### config.mk
export PLATFORM = sky130hd
export DESIGN_NAME = debounce_coalescing_event_queue_core_flat
export DESIGN_NICKNAME = d
export VERILOG_FILES = /design/src/sv/dceq_pkg.sv /design/src/sv/dceq_if.sv /design/src/sv/dceq_ctrl.sv /design/src/sv/dceq_dpath.sv /design/src/sv/debounce_coalescing_event_queue_core.sv /design/src/flat_wrapper.sv
export SDC_FILE = /design/constraint.sdc
export NUM_CORES = 2
export LEC_CHECK = 0
export BUFFER_PORTS_ARGS = -buffer_cell sky130_fd_sc_hd__buf_4
export CAP_MARGIN = 20
export CELL_PAD_IN_SITES_DETAIL_PLACEMENT = 1
export CELL_PAD_IN_SITES_GLOBAL_PLACEMENT = 2
export CORE_MARGIN = 2
export CORE_UTILIZATION = 45
export CTS_CLUSTER_DIAMETER = 40
export DETAILED_ROUTE_END_ITERATION = 10
export PLACE_DENSITY = 0.87
export SYNTH_ARGS = -nofsm -noshare
export SYNTH_HDL_FRONTEND = slang
export SYNTH_SLANG_ARGS = --single-unit
### constraint.sdc
create_clock -name clk -period 28 [get_ports clk]
set_input_delay 5.6 -clock clk [delete_from_list [all_inputs] [get_ports clk]]
set_output_delay 5.6 -clock clk [all_outputs]
set_load 0.03 [all_outputs]
### src/sv/dceq_pkg.sv
// Shared types, widths and codes for the debounce / coalescing event queue.
// No dependencies; compile first.
package dceq_pkg;

    localparam int QUEUE_DEPTH = 16;   // power of two: slots are addressed as a ring
    localparam int KEY_BITS    = 32;
    localparam int ADDR_W      = $clog2(QUEUE_DEPTH);
    localparam int CNT_W       = $clog2(QUEUE_DEPTH + 1);
    localparam int TIME_W      = 32;
    localparam int MCOUNT_W    = 16;
    localparam int TALLY_W     = 32;
    localparam int KIND_W      = 3;
    localparam int LIMIT_W     = 5;
    localparam int REG_IDX_W   = 2;

    typedef logic [KIND_W-1:0]    kind_t;
    typedef logic [REG_IDX_W-1:0] reg_idx_t;

    localparam logic OP_NOTIFY = 1'b0;
    localparam logic OP_DRAIN  = 1'b1;

    localparam kind_t KIND_NEW      = kind_t'(0);
    localparam kind_t KIND_MERGED   = kind_t'(1);
    localparam kind_t KIND_DROP_NEW = kind_t'(2);
    localparam kind_t KIND_FIRED    = kind_t'(3);
    localparam kind_t KIND_NONE     = kind_t'(4);

    localparam reg_idx_t REG_QUEUE_LIMIT    = reg_idx_t'(0);
    localparam reg_idx_t REG_DEBOUNCE_TIME  = reg_idx_t'(1);
    localparam reg_idx_t REG_COALESCE_LIMIT = reg_idx_t'(2);

    typedef struct packed {
        logic [KEY_BITS-1:0] key;
        logic [TIME_W-1:0]   first_time;
        logic [TIME_W-1:0]   last_time;
        logic [MCOUNT_W-1:0] count;
    } entry_t;

    typedef struct packed {
        kind_t               kind;
        logic [KEY_BITS-1:0] fired_key;
        logic [TIME_W-1:0]   first_seen;
        logic [MCOUNT_W-1:0] merge_count;
        logic [CNT_W-1:0]    pending_count;
        logic [TALLY_W-1:0]  enqueued_total;
        logic [TALLY_W-1:0]  fired_total;
        logic [TALLY_W-1:0]  dropped_total;
        logic                last;
    } result_t;

    // controller -> datapath
    typedef struct packed {
        logic load;       // capture the accepted word
        logic rd;         // read slot at the scan index
        logic next;       // notify scan: advance past a non-matching slot
        logic coalesce;   // merge into the matching slot and emit
        logic append;     // drop oldest if needed, append, emit
        logic keep;       // drain scan: compact a slot that stays
        logic fire;       // drain scan: remove a due slot, hold its result
        logic finish;     // drain end: emit held result or none-fired marker
    } ctrl_cmd_t;

    // datapath -> controller
    typedef struct packed {
        logic op;
        logic idx_lt_occ;
        logic key_match;
        logic due;
        logic out_free;
        logic pend_valid;
    } ctrl_sts_t;

endpackage

### src/sv/dceq_if.sv
// Valid/ready channel interfaces for the event queue: request, result, config.
// Depends on dceq_pkg.
interface dceq_req_if
    import dceq_pkg::*;
();
    logic                valid;
    logic                ready;
    logic                operation;
    logic [KEY_BITS-1:0] event_key;
    logic [TIME_W-1:0]   time_ms;

    modport source (output valid, operation, event_key, time_ms, input ready);
    modport sink   (input valid, operation, event_key, time_ms, output ready);
endinterface

interface dceq_rsp_if
    import dceq_pkg::*;
();
    logic                valid;
    logic                ready;
    kind_t               kind;
    logic [KEY_BITS-1:0] fired_key;
    logic [TIME_W-1:0]   first_seen;
    logic [MCOUNT_W-1:0] merge_count;
    logic [CNT_W-1:0]    pending_count;
    logic [TALLY_W-1:0]  enqueued_total;
    logic [TALLY_W-1:0]  fired_total;
    logic [TALLY_W-1:0]  dropped_total;
    logic                last;

    modport source (output valid, kind, fired_key, first_seen, merge_count, pending_count,
                    enqueued_total, fired_total, dropped_total, last, input ready);
    modport sink   (input valid, kind, fired_key, first_seen, merge_count, pending_count,
                    enqueued_total, fired_total, dropped_total, last, output ready);
endinterface

interface dceq_cfg_if
    import dceq_pkg::*;
();
    logic        valid;
    logic        ready;
    reg_idx_t    index;
    logic [31:0] data;

    modport source (output valid, index, data, input ready);
    modport sink   (input valid, index, data, output ready);
endinterface

### src/sv/dceq_ctrl.sv
// Sequencer for the event queue: steps notify search and drain scan one slot at a time.
// Depends on dceq_pkg; drives dceq_dpath through ctrl_cmd_t.
module dceq_ctrl
    import dceq_pkg::*;
(
    input  logic      clk,
    input  logic      rst_n,
    input  logic      req_valid,
    output logic      req_ready,
    input  ctrl_sts_t sts,
    output ctrl_cmd_t cmd
);

    localparam logic [2:0] S_IDLE   = 3'd0;
    localparam logic [2:0] S_RD     = 3'd1;
    localparam logic [2:0] S_EV     = 3'd2;
    localparam logic [2:0] S_APPEND = 3'd3;
    localparam logic [2:0] S_FIN    = 3'd4;

    logic [2:0] state_reg, state_next;

    always_ff @(posedge clk or negedge rst_n)
    begin
        if (!rst_n)
        begin
            state_reg <= S_IDLE;
        end
        else
        begin
            state_reg <= state_next;
        end
    end

    assign req_ready = (state_reg == S_IDLE);

    always_comb
    begin
        state_next = state_reg;
        cmd        = '0;
        unique case (state_reg)
            S_IDLE:
            begin
                if (req_valid)
                begin
                    cmd.load   = 1'b1;
                    state_next = S_RD;
                end
            end
            S_RD:
            begin
                if (sts.idx_lt_occ)
                begin
                    cmd.rd     = 1'b1;
                    state_next = S_EV;
                end
                else if (sts.op == OP_NOTIFY)
                begin
                    state_next = S_APPEND;
                end
                else
                begin
                    state_next = S_FIN;
                end
            end
            S_EV:
            begin
                if (sts.op == OP_NOTIFY)
                begin
                    if (!sts.key_match)
                    begin
                        cmd.next   = 1'b1;
                        state_next = S_RD;
                    end
                    else if (sts.out_free)
                    begin
                        cmd.coalesce = 1'b1;
                        state_next   = S_IDLE;
                    end
                end
                else
                begin
                    if (!sts.due)
                    begin
                        cmd.keep   = 1'b1;
                        state_next = S_RD;
                    end
                    else if (!sts.pend_valid || sts.out_free)
                    begin
                        cmd.fire   = 1'b1;
                        state_next = S_RD;
                    end
                end
            end
            S_APPEND:
            begin
                if (sts.out_free)
                begin
                    cmd.append = 1'b1;
                    state_next = S_IDLE;
                end
            end
            S_FIN:
            begin
                if (sts.out_free)
                begin
                    cmd.finish = 1'b1;
                    state_next = S_IDLE;
                end
            end
            default:
            begin
                state_next = S_IDLE;
            end
        endcase
    end

endmodule

### src/sv/dceq_dpath.sv
// Datapath of the event queue: slot ring memory, pointers, tallies, config and result registers.
// Depends on dceq_pkg; commanded by dceq_ctrl.
module dceq_dpath
    import dceq_pkg::*;
(
    input  logic                clk,
    input  logic                rst_n,
    input  ctrl_cmd_t           cmd,
    output ctrl_sts_t           sts,
    input  logic                req_operation,
    input  logic [KEY_BITS-1:0] req_event_key,
    input  logic [TIME_W-1:0]   req_time_ms,
    input  logic                cfg_we,
    input  reg_idx_t            cfg_index,
    input  logic [31:0]         cfg_data,
    input  logic                rsp_ready,
    output logic                rsp_valid,
    output result_t             rsp_data
);

    entry_t mem [QUEUE_DEPTH];
    entry_t rdata_reg;

    logic                op_reg;
    logic [KEY_BITS-1:0] key_reg;
    logic [TIME_W-1:0]   time_reg;

    logic [ADDR_W-1:0]  head_reg, head_next;
    logic [CNT_W-1:0]   occ_reg, occ_next;
    logic [CNT_W-1:0]   idx_reg, idx_next;
    logic [CNT_W-1:0]   wr_reg, wr_next;
    logic [CNT_W-1:0]   fired_reg, fired_next;
    logic [TALLY_W-1:0] ntally_reg, ntally_next;
    logic [TALLY_W-1:0] ftally_reg, ftally_next;
    logic [TALLY_W-1:0] dtally_reg, dtally_next;

    logic [LIMIT_W-1:0] limit_reg;
    logic [TIME_W-1:0]  debounce_reg;
    logic [TIME_W-1:0]  coalesce_reg;

    logic    pend_valid_reg, pend_valid_next;
    result_t pend_reg, pend_next;
    logic    out_valid_reg, out_valid_next;
    result_t out_reg, out_next;

    logic [ADDR_W-1:0]   rd_addr;
    logic                mem_we;
    logic [ADDR_W-1:0]   mem_waddr;
    entry_t              mem_wdata;
    logic [TIME_W-1:0]   quiet;
    logic [TIME_W-1:0]   age;
    logic [CNT_W-1:0]    limit_eff;
    logic                drop;
    logic [MCOUNT_W-1:0] cnt_sat;
    logic                out_free;

    assign rd_addr  = head_reg + idx_reg[ADDR_W-1:0];
    assign quiet    = time_reg - rdata_reg.last_time;
    assign age      = time_reg - rdata_reg.first_time;
    assign out_free = !out_valid_reg || rsp_ready;
    assign cnt_sat  = (&rdata_reg.count) ? rdata_reg.count : rdata_reg.count + 1'b1;

    // zero acts as one, anything above the depth acts as the depth
    always_comb
    begin
        if (limit_reg == '0)
        begin
            limit_eff = CNT_W'(1);
        end
        else if (int'(limit_reg) > QUEUE_DEPTH)
        begin
            limit_eff = CNT_W'(QUEUE_DEPTH);
        end
        else
        begin
            limit_eff = CNT_W'(limit_reg);
        end
    end

    assign drop = (occ_reg >= limit_eff);

    assign sts.op         = op_reg;
    assign sts.idx_lt_occ = (idx_reg < occ_reg);
    assign sts.key_match  = (rdata_reg.key == key_reg);
    assign sts.due        = (quiet >= debounce_reg) || (age >= coalesce_reg);
    assign sts.out_free   = out_free;
    assign sts.pend_valid = pend_valid_reg;

    assign rsp_valid = out_valid_reg;
    assign rsp_data  = out_reg;

    // memory write port
    always_comb
    begin
        mem_we    = 1'b0;
        mem_waddr = rd_addr;
        mem_wdata = rdata_reg;
        if (cmd.coalesce)
        begin
            mem_we              = 1'b1;
            mem_wdata.last_time = time_reg;
            mem_wdata.count     = cnt_sat;
        end
        else if (cmd.append)
        begin
            // ring slot after the tail; with a drop the head also moves past the oldest slot
            mem_we    = 1'b1;
            mem_waddr = head_reg + occ_reg[ADDR_W-1:0];
            mem_wdata = '{key: key_reg, first_time: time_reg, last_time: time_reg,
                          count: MCOUNT_W'(1)};
        end
        else if (cmd.keep && (wr_reg != idx_reg))
        begin
            mem_we    = 1'b1;
            mem_waddr = head_reg + wr_reg[ADDR_W-1:0];
        end
    end

    always_ff @(posedge clk)
    begin
        if (mem_we)
        begin
            mem[mem_waddr] <= mem_wdata;
        end
        if (cmd.rd)
        begin
            rdata_reg <= mem[rd_addr];
        end
    end

    always_comb
    begin
        head_next       = head_reg;
        occ_next        = occ_reg;
        idx_next        = idx_reg;
        wr_next         = wr_reg;
        fired_next      = fired_reg;
        ntally_next     = ntally_reg;
        ftally_next     = ftally_reg;
        dtally_next     = dtally_reg;
        pend_valid_next = pend_valid_reg;
        pend_next       = pend_reg;
        out_next        = out_reg;
        out_valid_next  = out_valid_reg && !rsp_ready;

        if (cmd.load)
        begin
            idx_next   = '0;
            wr_next    = '0;
            fired_next = '0;
            if (req_operation == OP_NOTIFY)
            begin
                ntally_next = ntally_reg + 1'b1;
            end
        end

        if (cmd.next)
        begin
            idx_next = idx_reg + 1'b1;
        end

        if (cmd.coalesce)
        begin
            out_valid_next = 1'b1;
            out_next = '{kind: KIND_MERGED, fired_key: key_reg,
                         first_seen: rdata_reg.first_time, merge_count: cnt_sat,
                         pending_count: occ_reg, enqueued_total: ntally_reg,
                         fired_total: ftally_reg, dropped_total: dtally_reg, last: 1'b1};
        end

        if (cmd.append)
        begin
            if (drop)
            begin
                head_next   = head_reg + 1'b1;
                dtally_next = dtally_reg + 1'b1;
                occ_next    = occ_reg;
            end
            else
            begin
                occ_next = occ_reg + 1'b1;
            end
            out_valid_next = 1'b1;
            out_next = '{kind: (drop ? KIND_DROP_NEW : KIND_NEW), fired_key: key_reg,
                         first_seen: time_reg, merge_count: MCOUNT_W'(1),
                         pending_count: occ_next, enqueued_total: ntally_reg,
                         fired_total: ftally_reg, dropped_total: dtally_next, last: 1'b1};
        end

        if (cmd.keep)
        begin
            idx_next = idx_reg + 1'b1;
            wr_next  = wr_reg + 1'b1;
        end

        if (cmd.fire)
        begin
            idx_next    = idx_reg + 1'b1;
            fired_next  = fired_reg + 1'b1;
            ftally_next = ftally_reg + 1'b1;
            // release the previous fired result, it is not the final one
            if (pend_valid_reg)
            begin
                out_valid_next = 1'b1;
                out_next       = pend_reg;
            end
            pend_valid_next = 1'b1;
            pend_next = '{kind: KIND_FIRED, fired_key: rdata_reg.key,
                          first_seen: rdata_reg.first_time, merge_count: rdata_reg.count,
                          pending_count: occ_reg - fired_next, enqueued_total: ntally_reg,
                          fired_total: ftally_next, dropped_total: dtally_reg, last: 1'b0};
        end

        if (cmd.finish)
        begin
            occ_next        = wr_reg;
            pend_valid_next = 1'b0;
            out_valid_next  = 1'b1;
            if (pend_valid_reg)
            begin
                out_next      = pend_reg;
                out_next.last = 1'b1;
            end
            else
            begin
                out_next = '{kind: KIND_NONE, fired_key: '0, first_seen: '0,
                             merge_count: '0, pending_count: wr_reg,
                             enqueued_total: ntally_reg, fired_total: ftally_reg,
                             dropped_total: dtally_reg, last: 1'b1};
            end
        end
    end

    always_ff @(posedge clk or negedge rst_n)
    begin
        if (!rst_n)
        begin
            head_reg       <= '0;
            occ_reg        <= '0;
            idx_reg        <= '0;
            wr_reg         <= '0;
            fired_reg      <= '0;
            ntally_reg     <= '0;
            ftally_reg     <= '0;
            dtally_reg     <= '0;
            pend_valid_reg <= 1'b0;
            out_valid_reg  <= 1'b0;
            limit_reg      <= LIMIT_W'(16);
            debounce_reg   <= TIME_W'(100);
            coalesce_reg   <= TIME_W'(1000);
        end
        else
        begin
            head_reg       <= head_next;
            occ_reg        <= occ_next;
            idx_reg        <= idx_next;
            wr_reg         <= wr_next;
            fired_reg      <= fired_next;
            ntally_reg     <= ntally_next;
            ftally_reg     <= ftally_next;
            dtally_reg     <= dtally_next;
            pend_valid_reg <= pend_valid_next;
            out_valid_reg  <= out_valid_next;
            if (cfg_we)
            begin
                unique case (cfg_index)
                    REG_QUEUE_LIMIT:    limit_reg    <= cfg_data[LIMIT_W-1:0];
                    REG_DEBOUNCE_TIME:  debounce_reg <= cfg_data[TIME_W-1:0];
                    REG_COALESCE_LIMIT: coalesce_reg <= cfg_data[TIME_W-1:0];
                    default:            ;
                endcase
            end
        end
    end

    always_ff @(posedge clk)
    begin
        if (cmd.load)
        begin
            op_reg   <= req_operation;
            key_reg  <= req_event_key;
            time_reg <= req_time_ms;
        end
        pend_reg <= pend_next;
        out_reg  <= out_next;
    end

endmodule

### src/sv/debounce_coalescing_event_queue_core.sv
// Debounce / coalescing event queue: top level joining sequencer, datapath and channels.
// Depends on dceq_pkg, dceq_if, dceq_ctrl and dceq_dpath.
//
// Channels: req carries one word per operation (notify a key, or drain due entries
// at time_ms); rsp returns result words, the final one of each request marked by last;
// cfg writes queue_limit, debounce_time and coalesce_limit by index and is always ready.
// Write cfg only while the block is idle.
//
// Timing: one request is in work at a time. Notify search and drain scan step
// through the pending entries one at a time over the single read port of the
// slot memory: each entry is read, then judged in the next cycle.
// Fired results leave one entry behind the scan, so last can be set on the final one.
//
// Reset clears the queue (occupancy and ring head), the three totals and restores
// the register defaults 16, 100 and 1000; slot contents are not cleared.
// A stalled receiver holds the output word; the scan waits only when a new result
// must be handed over, and the next request is accepted while a result still waits.
module debounce_coalescing_event_queue_core
    import dceq_pkg::*;
(
    input logic    clk,
    input logic    rst_n,
    dceq_cfg_if.sink   cfg,
    dceq_req_if.sink   req,
    dceq_rsp_if.source rsp
);

    ctrl_cmd_t cmd;
    ctrl_sts_t sts;
    result_t   result;
    logic      req_ready;

    assign cfg.ready = 1'b1;
    assign req.ready = req_ready;

    dceq_ctrl u_ctrl (
        .clk       (clk),
        .rst_n     (rst_n),
        .req_valid (req.valid),
        .req_ready (req_ready),
        .sts       (sts),
        .cmd       (cmd)
    );

    dceq_dpath u_dpath (
        .clk           (clk),
        .rst_n         (rst_n),
        .cmd           (cmd),
        .sts           (sts),
        .req_operation (req.operation),
        .req_event_key (req.event_key),
        .req_time_ms   (req.time_ms),
        .cfg_we        (cfg.valid),
        .cfg_index     (cfg.index),
        .cfg_data      (cfg.data),
        .rsp_ready     (rsp.ready),
        .rsp_valid     (rsp.valid),
        .rsp_data      (result)
    );

    // unpack the result word onto the channel
    assign rsp.kind           = result.kind;
    assign rsp.fired_key      = result.fired_key;
    assign rsp.first_seen     = result.first_seen;
    assign rsp.merge_count    = result.merge_count;
    assign rsp.pending_count  = result.pending_count;
    assign rsp.enqueued_total = result.enqueued_total;
    assign rsp.fired_total    = result.fired_total;
    assign rsp.dropped_total  = result.dropped_total;
    assign rsp.last           = result.last;

endmodule

### src/flat_wrapper.sv
// flat-port wrapper written by rule: the top's interface ports become plain ports
module debounce_coalescing_event_queue_core_flat import dceq_pkg::*;
  (clk, rst_n, cfg_valid, cfg_index, cfg_data, cfg_ready, req_valid, req_operation, req_event_key, req_time_ms, req_ready, rsp_valid, rsp_kind, rsp_fired_key, rsp_first_seen, rsp_merge_count, rsp_pending_count, rsp_enqueued_total, rsp_fired_total, rsp_dropped_total, rsp_last, rsp_ready);
  dceq_cfg_if cfg_i ();
  dceq_req_if req_i ();
  dceq_rsp_if rsp_i ();
  input logic clk;
  input logic rst_n;
  input wire logic [$bits(cfg_i.valid)-1:0] cfg_valid;
  input wire logic [$bits(cfg_i.index)-1:0] cfg_index;
  input wire logic [$bits(cfg_i.data)-1:0] cfg_data;
  output wire logic [$bits(cfg_i.ready)-1:0] cfg_ready;
  input wire logic [$bits(req_i.valid)-1:0] req_valid;
  input wire logic [$bits(req_i.operation)-1:0] req_operation;
  input wire logic [$bits(req_i.event_key)-1:0] req_event_key;
  input wire logic [$bits(req_i.time_ms)-1:0] req_time_ms;
  output wire logic [$bits(req_i.ready)-1:0] req_ready;
  output wire logic [$bits(rsp_i.valid)-1:0] rsp_valid;
  output wire logic [$bits(rsp_i.kind)-1:0] rsp_kind;
  output wire logic [$bits(rsp_i.fired_key)-1:0] rsp_fired_key;
  output wire logic [$bits(rsp_i.first_seen)-1:0] rsp_first_seen;
  output wire logic [$bits(rsp_i.merge_count)-1:0] rsp_merge_count;
  output wire logic [$bits(rsp_i.pending_count)-1:0] rsp_pending_count;
  output wire logic [$bits(rsp_i.enqueued_total)-1:0] rsp_enqueued_total;
  output wire logic [$bits(rsp_i.fired_total)-1:0] rsp_fired_total;
  output wire logic [$bits(rsp_i.dropped_total)-1:0] rsp_dropped_total;
  output wire logic [$bits(rsp_i.last)-1:0] rsp_last;
  input wire logic [$bits(rsp_i.ready)-1:0] rsp_ready;
  assign cfg_i.valid = cfg_valid;
  assign cfg_i.index = cfg_index;
  assign cfg_i.data = cfg_data;
  assign cfg_ready = cfg_i.ready;
  assign req_i.valid = req_valid;
  assign req_i.operation = req_operation;
  assign req_i.event_key = req_event_key;
  assign req_i.time_ms = req_time_ms;
  assign req_ready = req_i.ready;
  assign rsp_valid = rsp_i.valid;
  assign rsp_kind = rsp_i.kind;
  assign rsp_fired_key = rsp_i.fired_key;
  assign rsp_first_seen = rsp_i.first_seen;
  assign rsp_merge_count = rsp_i.merge_count;
  assign rsp_pending_count = rsp_i.pending_count;
  assign rsp_enqueued_total = rsp_i.enqueued_total;
  assign rsp_fired_total = rsp_i.fired_total;
  assign rsp_dropped_total = rsp_i.dropped_total;
  assign rsp_last = rsp_i.last;
  assign rsp_i.ready = rsp_ready;
  debounce_coalescing_event_queue_core u_core (.clk(clk), .rst_n(rst_n), .cfg(cfg_i), .req(req_i), .rsp(rsp_i));
endmodule
==> impl_metrics.tcl <==
set metrics [dict create \
    status "finished, final reports clean" \
    yosysWarnings 0 \
    ctsHtreeMaxLevel 5 \
    power_switching_w 0.00653 \
    tightest_slew_ps 1200 \
    grt_pass1_wl_um 455000 \
    ios 292 \
    antenna_found_initial 9 \
    switching_share_pct 37.6 \
    dp_hpwl_um 172000 \
    path_max_fanout 67 \
    cts_tree "yes" \
    fill_cells 20840 \
    syn_area_per_cell_um2 16.4 \
    synthArstFlopShare_pct 7.67 \
    ys.flop_type "edfxtp_1" \
    port_buffers 290 \
    clock_power_share_pct 26.8 \
    ys_ff_latch 2529 \
    ys_types 88 \
    cts_sinks 2529 \
    critPathMaxStageDelay_ps 940 \
    muxShareOfSynthArea_pct 11.0 \
    gp_congestion 0.809 \
    path_clk_slew_ps 60 \
    crit_slowest_cell "or4b_4" \
    regToRegSetupSlack_ps 18670 \
    die_h_um 483 \
    dpl_cell_area_um2 109000 \
    wl_um 311000 \
    vias_per_cell 6.16 \
    path_cells "buf_4, nor2b_1, nor2_1, or4b_4, nor2_1, a211oi_1, buf_4, nor4_2, buf_4, buf_4" \
    areaGrowthSynthToFinish_pct 18.0 \
    layout-drive-gt1-share_pct 23.2 \
    grt_usage_pct 26.6 \
    timing.critical_path.mode_cell "buf_4" \
    relSlewSlack_pct 19.7 \
    start_util_pct 45.3 \
    nets 7049 \
    cts_setup_buffers 0 \
    maxCapViolations 0 \
    hold_path_class "flip-flop to flip-flop" \
    ctsHoldBuffers 0 \
    synth-xor-area-share_pct 2.16 \
    yosys.area_share.simple_pct 6.47 \
    synthAdderAreaFrac_pct 2.02 \
    drt_pass1_iterations 6 \
    finalSetupViolations 0 \
    internal_power_w 0.0108 \
    synth_top_family_by_area "multiplexers" \
    num_vias 62147 \
    synth-compound-area-share_pct 5.59 \
    fin_skew_ps 92.0 \
    path_buf_inv 4 \
    criticalPathCategory "input pin to flip-flop" \
    cellPowerDensity_nw_per_um2 143 \
    period_needed_ps 9620 \
    seq_area_frac_synth_pct 70.9 \
    cts_root_buf "clkbuf_16" \
    ctsResizeCount 0 \
    startpoint_type "input pin" \
    cts_buffers 367 \
    crit_arrival_ps 10180 \
    post-route-drc-count 0 \
    crit_path_end_kind "flip-flop" \
    route.antenna.remaining_nets 0 \
    worst_skew_pair.late_latency_ps 980 \
    netlist_instances 6295 \
    grt_max_degree 169 \
    largest_reg_flops 1792 \
    timing.final.crit_share_pct 34.4 \
    chipWidth_um 483 \
    critPathRequiredTime_ps 28560 \
    rows 175 \
    fmax_mhz 104 \
    core_area_um2 228000 \
    fin_area_um2 122000 \
    cts_buffer_depth 4 \
    report.final.slew_viol_count 0 \
    syn_nets 6562 \
    drt_iter0_drc 6879 \
    die-area_um2 233000 \
    wl_per_cell_um 30.8 \
    synth_edf_count 2150 \
    fin_tns_setup_ps 0 \
    ir_drop_mv 0.155 \
    p_leak_nw 43.6 \
    grt.overflow.total 0 \
    critical-path-top-delay-family "simple AND/OR/NAND/NOR gates" \
    hold_viol_final 0 \
    grt_pass1_vias 66299 \
    seq_power_share_pct 34.1 \
    netlist_area_um2 103000 \
    rsz0062_at_grt "false" \
    pwr-share-comb_pct 39.1 \
]
==> cells in the final DEF, fill, tap and decap left out, types with 158 or more instances in the layout <==
| cell | n |
|---|---|
| edfxtp_1 | 2150 |
| mux4_2 | 448 |
| and3_1 | 162 |
| clkbuf_16 | 374 |
| dfrtp_1 | 184 |
| nand2_1 | 783 |
| buf_4 | 418 |
| dfxtp_1 | 185 |
| o21ai_0 | 158 |
| inv_1 | 163 |
==> per-stage QoR <==
| step | hold WS (ps) | util [%] | cells | worst slack, ps | power (W) |
|---|---|---|---|---|---|
| floorplan | 420 | - | 6295 | 9590 | 0.0103 |
| global placement | 429 | 47.9 | 9395 | 17480 | 0.0122 |
| detailed placement | 438 | 48.0 | 9412 | 17660 | 0.0125 |
| CTS | 433 | 53.4 | 10073 | 18510 | 0.0174 |
| global route | 456 | 53.4 | 10084 | 18300 | 0.0181 |
| finish | 428 | 53.4 | 10087 | 18380 | 0.0174 |
==> cells in the mapped netlist (all sizes together), types with 59 or more instances <==
cell	count	area share [%]
dfrtp	184	4.5
a21o	59	0.43
o21ai	185	0.91
edfxtp	2150	63
and3	163	0.99
xnor2	144	1.2
inv	165	0.60
nand3	89	0.44
nand2	784	2.9
dfxtp	185	3.6
ha	157	1.9
a221o	87	0.84
buf	111	0.48
xor2	110	0.93
clkbuf	217	0.79
nor2	158	0.58
a21oi	157	0.77
mux4	448	9.8
nor2b	76	0.46
a31oi	124	0.75
mux2	70	0.76
==> path summary, 6_finish.rpt <==
path,startpoint,endpoint,cells past startpoint
worst max-delay path,rsp_ready,u_core.u_dpath.mem[9][10],10
worst min-delay path,u_core.u_dpath.pend_reg[52],u_core.u_dpath.rsp_data[52],1
worst max register to register,u_core.u_dpath.time_reg[8],u_core.u_dpath.mem[9][10],22
worst min register to register,u_core.u_dpath.pend_reg[52],u_core.u_dpath.rsp_data[52],1
max in group asynchronous,rst_n,u_core.u_dpath.ntally_reg[23],2
min in group asynchronous,rst_n,u_core.u_dpath.ftally_reg[11],1
==> final cells by class <==
cell class / instances / area, um2 / share of cell area [%]
Antenna cell: 4 / 10.0 / 0.00823
Clock buffer: 414 / 9580 / 7.87
Multi-Input combinational cell: 3272 / 28300 / 23.3
Timing Repair Buffer: 446 / 3530 / 2.90
Tap cell: 3009 / 3760 / 3.09
Sequential cell: 2529 / 73100 / 60.1
Inverter: 166 / 633 / 0.520
Clock inverter: 247 / 2720 / 2.23
==> cells by family after synthesis <==
logic type,after synthesis
other,1
multiplexers,561
AND/OR/NAND/NOR,1452
adder cells (fa/ha/maj),163
buffers and inverters,494
AO/OA/AOI/OAI,841
flip-flops,2529
XOR/XNOR,254
==> power groups by stage <==
stage / clock network (W) / registers (W) / logic [W]
2_1_floorplan: 0 / 0.00608 / 0.00421
3_3_place_gp: 0 / 0.00591 / 0.00628
3_5_place_dp: 0 / 0.00596 / 0.00659
4_1_cts: 0.00470 / 0.00590 / 0.00675
5_1_grt: 0.00484 / 0.00595 / 0.00726
6_report: 0.00465 / 0.00591 / 0.00679
==> metal layers <==
layer | part of all wire [%] | global-route usage, % | wire (um)
met5 | 0.0084 | 0 | 26
met4 | 4.4 | 12.1 | 13700
met1 | 39 | 35.0 | 122000
met2 | 49 | 43.3 | 151000
met3 | 7.6 | 4.58 | 23700
No activity file was read; power rests on OpenSTA's default activity.
